[src/hw/rtl/ppbeep_pkg.sv]
// ----------------------------------------------------------------------------
// ppbeep_pkg
// Shared types and constants of the panned proximity beeper.
// ----------------------------------------------------------------------------
package ppbeep_pkg;

    typedef enum logic [1:0] {
        OP_OBSERVE = 2'd0,
        OP_TICK    = 2'd1,
        OP_START   = 2'd2,
        OP_STOP    = 2'd3
    } t_op;

    localparam int unsigned CFG_IDX_W = 2;

    localparam logic [CFG_IDX_W-1:0] CFG_BEEP_LENGTH   = 2'd0;
    localparam logic [CFG_IDX_W-1:0] CFG_SILENCE_TMO   = 2'd1;
    localparam logic [CFG_IDX_W-1:0] CFG_LEFT_RELOAD   = 2'd2;
    localparam logic [CFG_IDX_W-1:0] CFG_RIGHT_RELOAD  = 2'd3;

    // half of the reset reload value (65535 + 1) / 2
    localparam logic [15:0] HALF_RELOAD_RST = 16'd32768;

    typedef struct packed {
        logic [15:0] beep_ms;
        logic [15:0] quiet_ms;
        logic [15:0] left_half;
        logic [15:0] right_half;
    } t_cfg;

    typedef struct packed {
        t_op         op;
        logic [7:0]  position;
        logic [15:0] range_mm;
        logic        measure_valid;
        logic [31:0] now_ms;
    } t_item;

    typedef struct packed {
        logic [15:0] left_duty;
        logic [15:0] right_duty;
        logic        tone_active;
    } t_result;

endpackage

[src/hw/rtl/ppbeep_pan.sv]
// ----------------------------------------------------------------------------
// ppbeep_pan
// Pan gain scaling: half reload times gain percent, floored.
// ----------------------------------------------------------------------------
module ppbeep_pan (
    input  logic [2:0]  i_position,
    input  logic [15:0] i_left_half,
    input  logic [15:0] i_right_half,
    output logic [15:0] o_left_level,
    output logic [15:0] o_right_level
);

    // gain percent scaled by 2^22 / 100, rounded up
    localparam int unsigned FRAC_W = 22;
    localparam logic [22:0] GAIN_K [8] = '{
        23'd4194304, 23'd4068475, 23'd3774874, 23'd3271558,
        23'd2600469, 23'd1803551, 23'd922747,  23'd0
    };

    logic [38:0] w_left_prod;
    logic [38:0] w_right_prod;

    assign w_left_prod  = {23'd0, i_left_half} * {16'd0, GAIN_K[i_position]};
    assign w_right_prod = {23'd0, i_right_half} * {16'd0, GAIN_K[3'd7 - i_position]};

    assign o_left_level  = w_left_prod[FRAC_W+15:FRAC_W];
    assign o_right_level = w_right_prod[FRAC_W+15:FRAC_W];

endmodule

[src/hw/rtl/ppbeep_ctrl.sv]
// ----------------------------------------------------------------------------
// ppbeep_ctrl
// Beeper state and the single-pass update for one input beat.
// ----------------------------------------------------------------------------
module ppbeep_ctrl (
    input  logic                i_clk,
    input  logic                i_rst_n,
    input  logic                i_fire,
    input  ppbeep_pkg::t_item   i_item,
    input  ppbeep_pkg::t_cfg    i_cfg,
    output ppbeep_pkg::t_result o_result
);

    logic        r_running,    n_running;
    logic        r_obs_pend,   n_obs_pend;
    logic [2:0]  r_pend_pos,   n_pend_pos;
    logic [15:0] r_pend_dist,  n_pend_dist;
    logic        r_pend_valid, n_pend_valid;
    logic [2:0]  r_act_pos,    n_act_pos;
    logic        r_act_valid,  n_act_valid;
    logic [3:0]  r_act_rate,   n_act_rate;
    logic [31:0] r_last_time,  n_last_time;
    logic        r_tone,       n_tone;
    logic [31:0] r_next_time,  n_next_time;
    logic [15:0] r_left,       n_left;
    logic [15:0] r_right,      n_right;

    logic [15:0] w_pan_left;
    logic [15:0] w_pan_right;
    logic [31:0] w_age;
    logic [31:0] w_since_toggle;
    logic [9:0]  w_period;
    logic [15:0] w_off;
    logic        w_mute;

    function automatic logic [3:0] rate_of(input logic [15:0] d);
        logic [3:0] r;
        if (d == 16'd0 || d > 16'd2000) r = 4'd0;
        else if (d > 16'd1500)          r = 4'd2;
        else if (d > 16'd1000)          r = 4'd3;
        else if (d > 16'd700)           r = 4'd4;
        else if (d > 16'd500)           r = 4'd6;
        else if (d > 16'd350)           r = 4'd8;
        else                            r = 4'd10;
        return r;
    endfunction

    // 1000 / rate for the nonzero rates the map can give
    function automatic logic [9:0] period_of(input logic [3:0] rate);
        logic [9:0] p;
        case (rate)
            4'd2:    p = 10'd500;
            4'd3:    p = 10'd333;
            4'd4:    p = 10'd250;
            4'd6:    p = 10'd166;
            4'd8:    p = 10'd125;
            4'd10:   p = 10'd100;
            default: p = 10'd1;
        endcase
        return p;
    endfunction

    ppbeep_pan u_pan (
        .i_position    (n_act_pos),
        .i_left_half   (i_cfg.left_half),
        .i_right_half  (i_cfg.right_half),
        .o_left_level  (w_pan_left),
        .o_right_level (w_pan_right)
    );

    assign w_age          = i_item.now_ms - n_last_time;
    assign w_since_toggle = i_item.now_ms - r_next_time;
    assign w_period       = period_of(n_act_rate);
    assign w_off          = ({6'd0, w_period} > i_cfg.beep_ms)
                          ? ({6'd0, w_period} - i_cfg.beep_ms) : 16'd0;
    assign w_mute         = !n_act_valid || (w_age > {16'd0, i_cfg.quiet_ms})
                          || (n_act_rate == 4'd0);

    // pending observation becomes active on a tick of an armed block
    always_comb begin
        n_act_pos   = r_act_pos;
        n_act_valid = r_act_valid;
        n_act_rate  = r_act_rate;
        n_last_time = r_last_time;
        if (i_item.op == ppbeep_pkg::OP_TICK && r_running && r_obs_pend) begin
            n_act_pos   = r_pend_pos;
            n_act_valid = r_pend_valid;
            n_act_rate  = r_pend_valid ? rate_of(r_pend_dist) : 4'd0;
            n_last_time = i_item.now_ms;
        end
    end

    always_comb begin
        n_running    = r_running;
        n_obs_pend   = r_obs_pend;
        n_pend_pos   = r_pend_pos;
        n_pend_dist  = r_pend_dist;
        n_pend_valid = r_pend_valid;
        n_tone       = r_tone;
        n_next_time  = r_next_time;
        n_left       = r_left;
        n_right      = r_right;

        case (i_item.op)
            ppbeep_pkg::OP_OBSERVE: begin
                n_pend_pos   = (i_item.position > 8'd7) ? 3'd7 : i_item.position[2:0];
                n_pend_dist  = i_item.range_mm;
                n_pend_valid = i_item.measure_valid;
                n_obs_pend   = 1'b1;
            end
            ppbeep_pkg::OP_TICK: begin
                if (r_running) begin
                    n_obs_pend = 1'b0;
                    if (w_mute) begin
                        n_left      = 16'd0;
                        n_right     = 16'd0;
                        n_tone      = 1'b0;
                        n_next_time = i_item.now_ms;
                    end else begin
                        // new pan takes effect at once while sounding
                        if (r_obs_pend && r_tone) begin
                            n_left  = w_pan_left;
                            n_right = w_pan_right;
                        end
                        if (!w_since_toggle[31]) begin
                            if (!r_tone) begin
                                n_left      = w_pan_left;
                                n_right     = w_pan_right;
                                n_tone      = 1'b1;
                                n_next_time = i_item.now_ms + {16'd0, i_cfg.beep_ms};
                            end else begin
                                n_left      = 16'd0;
                                n_right     = 16'd0;
                                n_tone      = 1'b0;
                                n_next_time = i_item.now_ms + {16'd0, w_off};
                            end
                        end
                    end
                end
            end
            ppbeep_pkg::OP_START: begin
                n_left      = 16'd0;
                n_right     = 16'd0;
                n_tone      = 1'b0;
                n_next_time = 32'd0;
                n_running   = 1'b1;
            end
            ppbeep_pkg::OP_STOP: begin
                n_left    = 16'd0;
                n_right   = 16'd0;
                n_tone    = 1'b0;
                n_running = 1'b0;
            end
            default: begin
                n_running = r_running;
            end
        endcase
    end

    always_ff @(posedge i_clk) begin
        if (!i_rst_n) begin
            r_running    <= 1'b0;
            r_obs_pend   <= 1'b0;
            r_pend_pos   <= 3'd0;
            r_pend_dist  <= 16'd0;
            r_pend_valid <= 1'b0;
            r_act_pos    <= 3'd0;
            r_act_valid  <= 1'b0;
            r_act_rate   <= 4'd0;
            r_last_time  <= 32'd0;
            r_tone       <= 1'b0;
            r_next_time  <= 32'd0;
            r_left       <= 16'd0;
            r_right      <= 16'd0;
        end else if (i_fire) begin
            r_running    <= n_running;
            r_obs_pend   <= n_obs_pend;
            r_pend_pos   <= n_pend_pos;
            r_pend_dist  <= n_pend_dist;
            r_pend_valid <= n_pend_valid;
            r_act_pos    <= n_act_pos;
            r_act_valid  <= n_act_valid;
            r_act_rate   <= n_act_rate;
            r_last_time  <= n_last_time;
            r_tone       <= n_tone;
            r_next_time  <= n_next_time;
            r_left       <= n_left;
            r_right      <= n_right;
        end
    end

    assign o_result.left_duty   = n_left;
    assign o_result.right_duty  = n_right;
    assign o_result.tone_active = n_tone;

endmodule

[src/hw/rtl/panned_proximity_beeper_core.sv]
// ----------------------------------------------------------------------------
// panned_proximity_beeper_core
// Two-channel proximity beeper with pan, one result beat per input beat.
// ----------------------------------------------------------------------------
// usage:
//   input channel (i_in_valid / o_in_ready) carries op, position, distance,
//   valid flag and millisecond time; every input beat gives exactly one
//   result beat on the output channel (o_out_valid / i_out_ready) with both
//   duty compare values and the tone flag
//   each beat passes an input register, then the single-pass update
//   of the beeper state, whose result is held in the output register
//   throughput is one beat per cycle while the receiver takes results
//   a stalled receiver holds the output register; one more beat waits in the
//   input register, then o_in_ready drops until the output is taken
//   config writes (i_cfg_we) set beep length, silence timeout and both
//   reload values; write them only while no beat is in flight
//   synchronous reset clears the state: disarmed, muted, reloads 65535
// ----------------------------------------------------------------------------
module panned_proximity_beeper_core (
    input  logic        i_clk,
    input  logic        i_rst_n,
    input  logic        i_in_valid,
    output logic        o_in_ready,
    input  logic [1:0]  i_op,
    input  logic [7:0]  i_position,
    input  logic [15:0] i_range_mm,
    input  logic        i_measure_valid,
    input  logic [31:0] i_now_ms,
    output logic        o_out_valid,
    input  logic        i_out_ready,
    output logic [15:0] o_left_duty,
    output logic [15:0] o_right_duty,
    output logic        o_tone_active,
    input  logic        i_cfg_we,
    input  logic [ppbeep_pkg::CFG_IDX_W-1:0] i_cfg_index,
    input  logic [15:0] i_cfg_data
);

    logic                r_in_vld;
    ppbeep_pkg::t_item   r_item;
    logic                r_out_vld;
    ppbeep_pkg::t_result r_out;
    ppbeep_pkg::t_cfg    r_cfg;
    ppbeep_pkg::t_result w_result;
    logic                w_fire;
    logic [16:0]         w_half;

    assign w_fire     = r_in_vld && (!r_out_vld || i_out_ready);
    assign o_in_ready = !r_in_vld || w_fire;
    assign w_half     = ({1'b0, i_cfg_data} + 17'd1) >> 1;

    always_ff @(posedge i_clk) begin
        if (!i_rst_n) begin
            r_in_vld <= 1'b0;
        end else if (o_in_ready) begin
            r_in_vld <= i_in_valid;
        end
    end

    always_ff @(posedge i_clk) begin
        if (i_in_valid && o_in_ready) begin
            r_item.op            <= ppbeep_pkg::t_op'(i_op);
            r_item.position      <= i_position;
            r_item.range_mm      <= i_range_mm;
            r_item.measure_valid <= i_measure_valid;
            r_item.now_ms        <= i_now_ms;
        end
    end

    always_ff @(posedge i_clk) begin
        if (!i_rst_n) begin
            r_out_vld <= 1'b0;
        end else if (w_fire) begin
            r_out_vld <= 1'b1;
        end else if (i_out_ready) begin
            r_out_vld <= 1'b0;
        end
    end

    always_ff @(posedge i_clk) begin
        if (w_fire) begin
            r_out <= w_result;
        end
    end

    always_ff @(posedge i_clk) begin
        if (!i_rst_n) begin
            r_cfg.beep_ms    <= 16'd0;
            r_cfg.quiet_ms   <= 16'd0;
            r_cfg.left_half  <= ppbeep_pkg::HALF_RELOAD_RST;
            r_cfg.right_half <= ppbeep_pkg::HALF_RELOAD_RST;
        end else if (i_cfg_we) begin
            case (i_cfg_index)
                ppbeep_pkg::CFG_BEEP_LENGTH:  r_cfg.beep_ms    <= i_cfg_data;
                ppbeep_pkg::CFG_SILENCE_TMO:  r_cfg.quiet_ms   <= i_cfg_data;
                ppbeep_pkg::CFG_LEFT_RELOAD:  r_cfg.left_half  <= w_half[15:0];
                ppbeep_pkg::CFG_RIGHT_RELOAD: r_cfg.right_half <= w_half[15:0];
                default:                      r_cfg.beep_ms    <= r_cfg.beep_ms;
            endcase
        end
    end

    ppbeep_ctrl u_ctrl (
        .i_clk    (i_clk),
        .i_rst_n  (i_rst_n),
        .i_fire   (w_fire),
        .i_item   (r_item),
        .i_cfg    (r_cfg),
        .o_result (w_result)
    );

    assign o_out_valid   = r_out_vld;
    assign o_left_duty   = r_out.left_duty;
    assign o_right_duty  = r_out.right_duty;
    assign o_tone_active = r_out.tone_active;

endmodule
[config.mk]
export PLATFORM = sky130hd
export DESIGN_NAME = panned_proximity_beeper_core
export DESIGN_NICKNAME = d
export VERILOG_FILES = /design/src/hw/rtl/ppbeep_pkg.sv /design/src/hw/rtl/ppbeep_pan.sv /design/src/hw/rtl/ppbeep_ctrl.sv /design/src/hw/rtl/panned_proximity_beeper_core.sv
export SDC_FILE = /design/constraint.sdc
export NUM_CORES = 2
export LEC_CHECK = 0
export BUFFER_PORTS_ARGS = -buffer_cell sky130_fd_sc_hd__buf_2
export CAP_MARGIN = 10
export CORE_MARGIN = 1
export CORE_UTILIZATION = 45
export CTS_CLUSTER_DIAMETER = 60
export DETAILED_ROUTE_END_ITERATION = 10
export PLACE_DENSITY_LB_ADDON = 0.25
export SLEW_MARGIN = 0
export SYNTH_ARGS = -nofsm -noshare
export SYNTH_HDL_FRONTEND = slang
export SYNTH_SLANG_ARGS = --single-unit
[constraint.sdc]
create_clock -name i_clk -period 14.35 [get_ports i_clk]
set_clock_uncertainty 0.15 [all_clocks]
set_input_delay 1.435 -clock i_clk [delete_from_list [all_inputs] [get_ports i_clk]]
set_output_delay 1.435 -clock i_clk [all_outputs]
set_load 0.02 [all_outputs]
==> impl_results.md <==
* Outcome: completed
* Share of the yosys chip area belonging to registers at between 15 and 20%
* CTS tree: done
* Post-cts resize count at 0
* Die Wd at 292.9 µm
* Synth area leader: fa_1
* Reg clk slew, reported paths at 0.06 ns
* Met3 usage at under 10%
* Top FF cell, synth: dfxtp_1
* Fmax at ~92 MHz
* Worst-Skew Late Latency at 0.58 ns
* Final instance area at around 41000 µm²
* Grt peak-use layer: met2
* Initial core utilization at 45.49%
* Fin. max-slew vios at 0
* Avg WL per Cell at between 15 and 20 µm
* Syn Inst Count at ~4200
* Share of cells above drive strength 1 at 6.926%
* Slew of the pin with the lowest slew margin at about 1.2 ns
* CP Capture Type: flip-flop
* H-tree levels at 2
* Root Driver: clkbuf_16
* Ys async rst share at 0%
* Hold_buf cts at 0
* Critical path type: flip-flop to flip-flop
* ANT cells at 0
* Area of the core at approximately 84000 µm²
* DP HPWL at 85.57 mm
* Vias in the first global route at 29990
* Critical path peak fanout at 20
* Worst Path Required at about 14 ns
* Worst path max stage delay at 1.00 ns
* Leakage at 0.01906 µW
* Io pins at 117
* Worst-case clock buffer depth at 3
* Initial antenna violation count at 4
* Initial DRT Pass Iterations at 5
* Synth Warn # at 0
* Routed wire length at 108.0 mm
* Count of cell types in the netlist at 88
* Seq cells post-synth at 285
* Crit-path slowest cell: o41ai_1
* Total congestion overflow at 0
* Top-count cell post-synth: inv_1
* Worst Hold Class: flip-flop to flip-flop
* WP data arrival at 11.02 ns
* Crit path time final at 10.89 ns
* Post-route setup TNS at 0 ns
* Die area at approximately 86000 µm²
* Post-synth top area share at 30.66%
* Final hold vios at 0
* Util after Layout at ~49%
* Die height at 292.9 µm
* Via count at 29120
* Cell Area, Synth at 38070 µm²
* Largest net degree at the start of global routing at 78
* EDFF count, synth at 92
* Synth cell count leaders: inv_1, fa_1, nand2_1
* Area Overhead vs Synth at 7.812%
* Syn nets at 5213
* Rel. slew slack at approximately a fifth
* First-pass GRT wire length at around 170 mm
* Final worst-path cycle share at 75.88%
* RSZ-0062 raised after global routing: false
* PortBufs at 116
* Max-cap violations at 0
* Setup Viol. Count Final at 0
* Site Rows at 106
* DRC at 0
* Iter 0 DRT Violations at 2131
* CTS buffer count at 39
* Top post-synthesis cells by area: fa_1, ha_1, dfxtp_1, inv_1, edfxtp_1
* Startpoint Class: flip-flop
* Final net count at 5236
* Final worst setup slack at 3.461 ns
* Via/cell ratio at 5.384
* Avg Cell Area, Syn at 9.021 µm²
* Post-CTS Repair Setup Buffers at 0
* Dpl ws at approximately 3.7 ns
* Final ANT Viol Nets at 0
* Met1 Use GR at around 36%
* Met2 Use GR at 42.05%
* GP Congestion at 0.9633
* Placed cell areas at 39760 µm²
* Num Clock Sinks at 285
* PD cells at 66.41 nW/µm²
* Peak supply drop at between 0.00009 and 0.0001 V
* Overall routing resource usage at 25.90%
## registers in the layout, indices dropped and copies added (netlist names)
name,count
r_cfg,64
u_ctrl.r_left,16
u_ctrl.r_running,1
o_out_valid,1
u_ctrl.r_tone,1
u_ctrl.r_pend_dist,16
u_ctrl.r_next_time,32
o_right_duty,16
u_ctrl.r_obs_pend,1
u_ctrl.r_act_rate,4
u_ctrl.r_act_valid,1
r_in_vld,1
o_tone_active,1
u_ctrl.r_last_time,32
u_ctrl.r_act_pos,3
u_ctrl.r_right,16
o_left_duty,16
u_ctrl.r_pend_pos,3
r_item,59
u_ctrl.r_pend_valid,1
## power breakdown
part,internal (µW),leakage [µW],switching [µW]
registers,866,0.00247,45.8
logic,311,0.0160,536
clock network,563,0.000621,404
total,1740,0.0191,985
## through the flow
stage	power [µW]	hold slack (ns)	instances
3_5_place_dp	1767	0.2966	5335
6_report	2726	0.3036	5408
5_1_grt	2889	0.3202	5408
2_1_floorplan	1495	0.2821	4220
4_1_cts	2747	0.3042	5407
3_3_place_gp	1762	0.2890	5335
## critical path, delay by kind of cell, from the launching register on
family,cells,cell delay (ns)
DFF,1,0.42
AOI/OAI and AO/OA,5,2.13
buffers and inverters,7,0.84
and+or+nand+nor,5,1.34
xor gates and xnor gates,1,0.16
muxes,2,0.85
adders and majority gates,9,4.69
## area by class of cell
cell class                      instances  area [µm²]
Clock buffer                           52        1055
Clock inverter                         20       216.5
Fill cell                            7981       42640
Inverter                              783        2944
Multi-Input combinational cell       2968       27820
Sequential cell                       285        6626
Tap cell                             1134        1419
Timing Repair Buffer                  166       959.7
## cells in the final DEF, fill, tap and decap left out, types with 71 or more instances in the layout
cell      instances
o21ai_0          71
dfxtp_1         193
edfxtp_1         92
nand2_1         545
buf_2           116
inv_1           780
fa_1            583
a21oi_1         188
and2_1          187
nor2_1          156
ha_1            328
a211oi_1         84
## final timing paths
path                          from               endpoint  slack, ns  cells after the start
max                     r_item[58]        o_left_duty[15]       3.46                     29
max reg2reg             r_item[58]        o_left_duty[15]       3.46                     29
min reg2reg  u_ctrl.r_last_time[0]  u_ctrl.r_last_time[0]       0.30                      2
min          u_ctrl.r_last_time[0]  u_ctrl.r_last_time[0]       0.30                      2
## cells by family after synthesis
kind of cell / synth area share, %
mux: 1.370
simple gates: 16.10
fa+ha+maj: 41.44
xor+xnor: 2.527
flops: 17.41
compound gates: 11.50
buf+inv: 9.662
## routing by layer
metal | up-vias | part of all wire [%]
li1 | 13600 | -
met1 | 14450 | 44
met2 | 932 | 46
met3 | 138 | 6.7
met4 | 2 | 2.6
met5 | - | 0.010
Power figures use the tool's default switching activity.
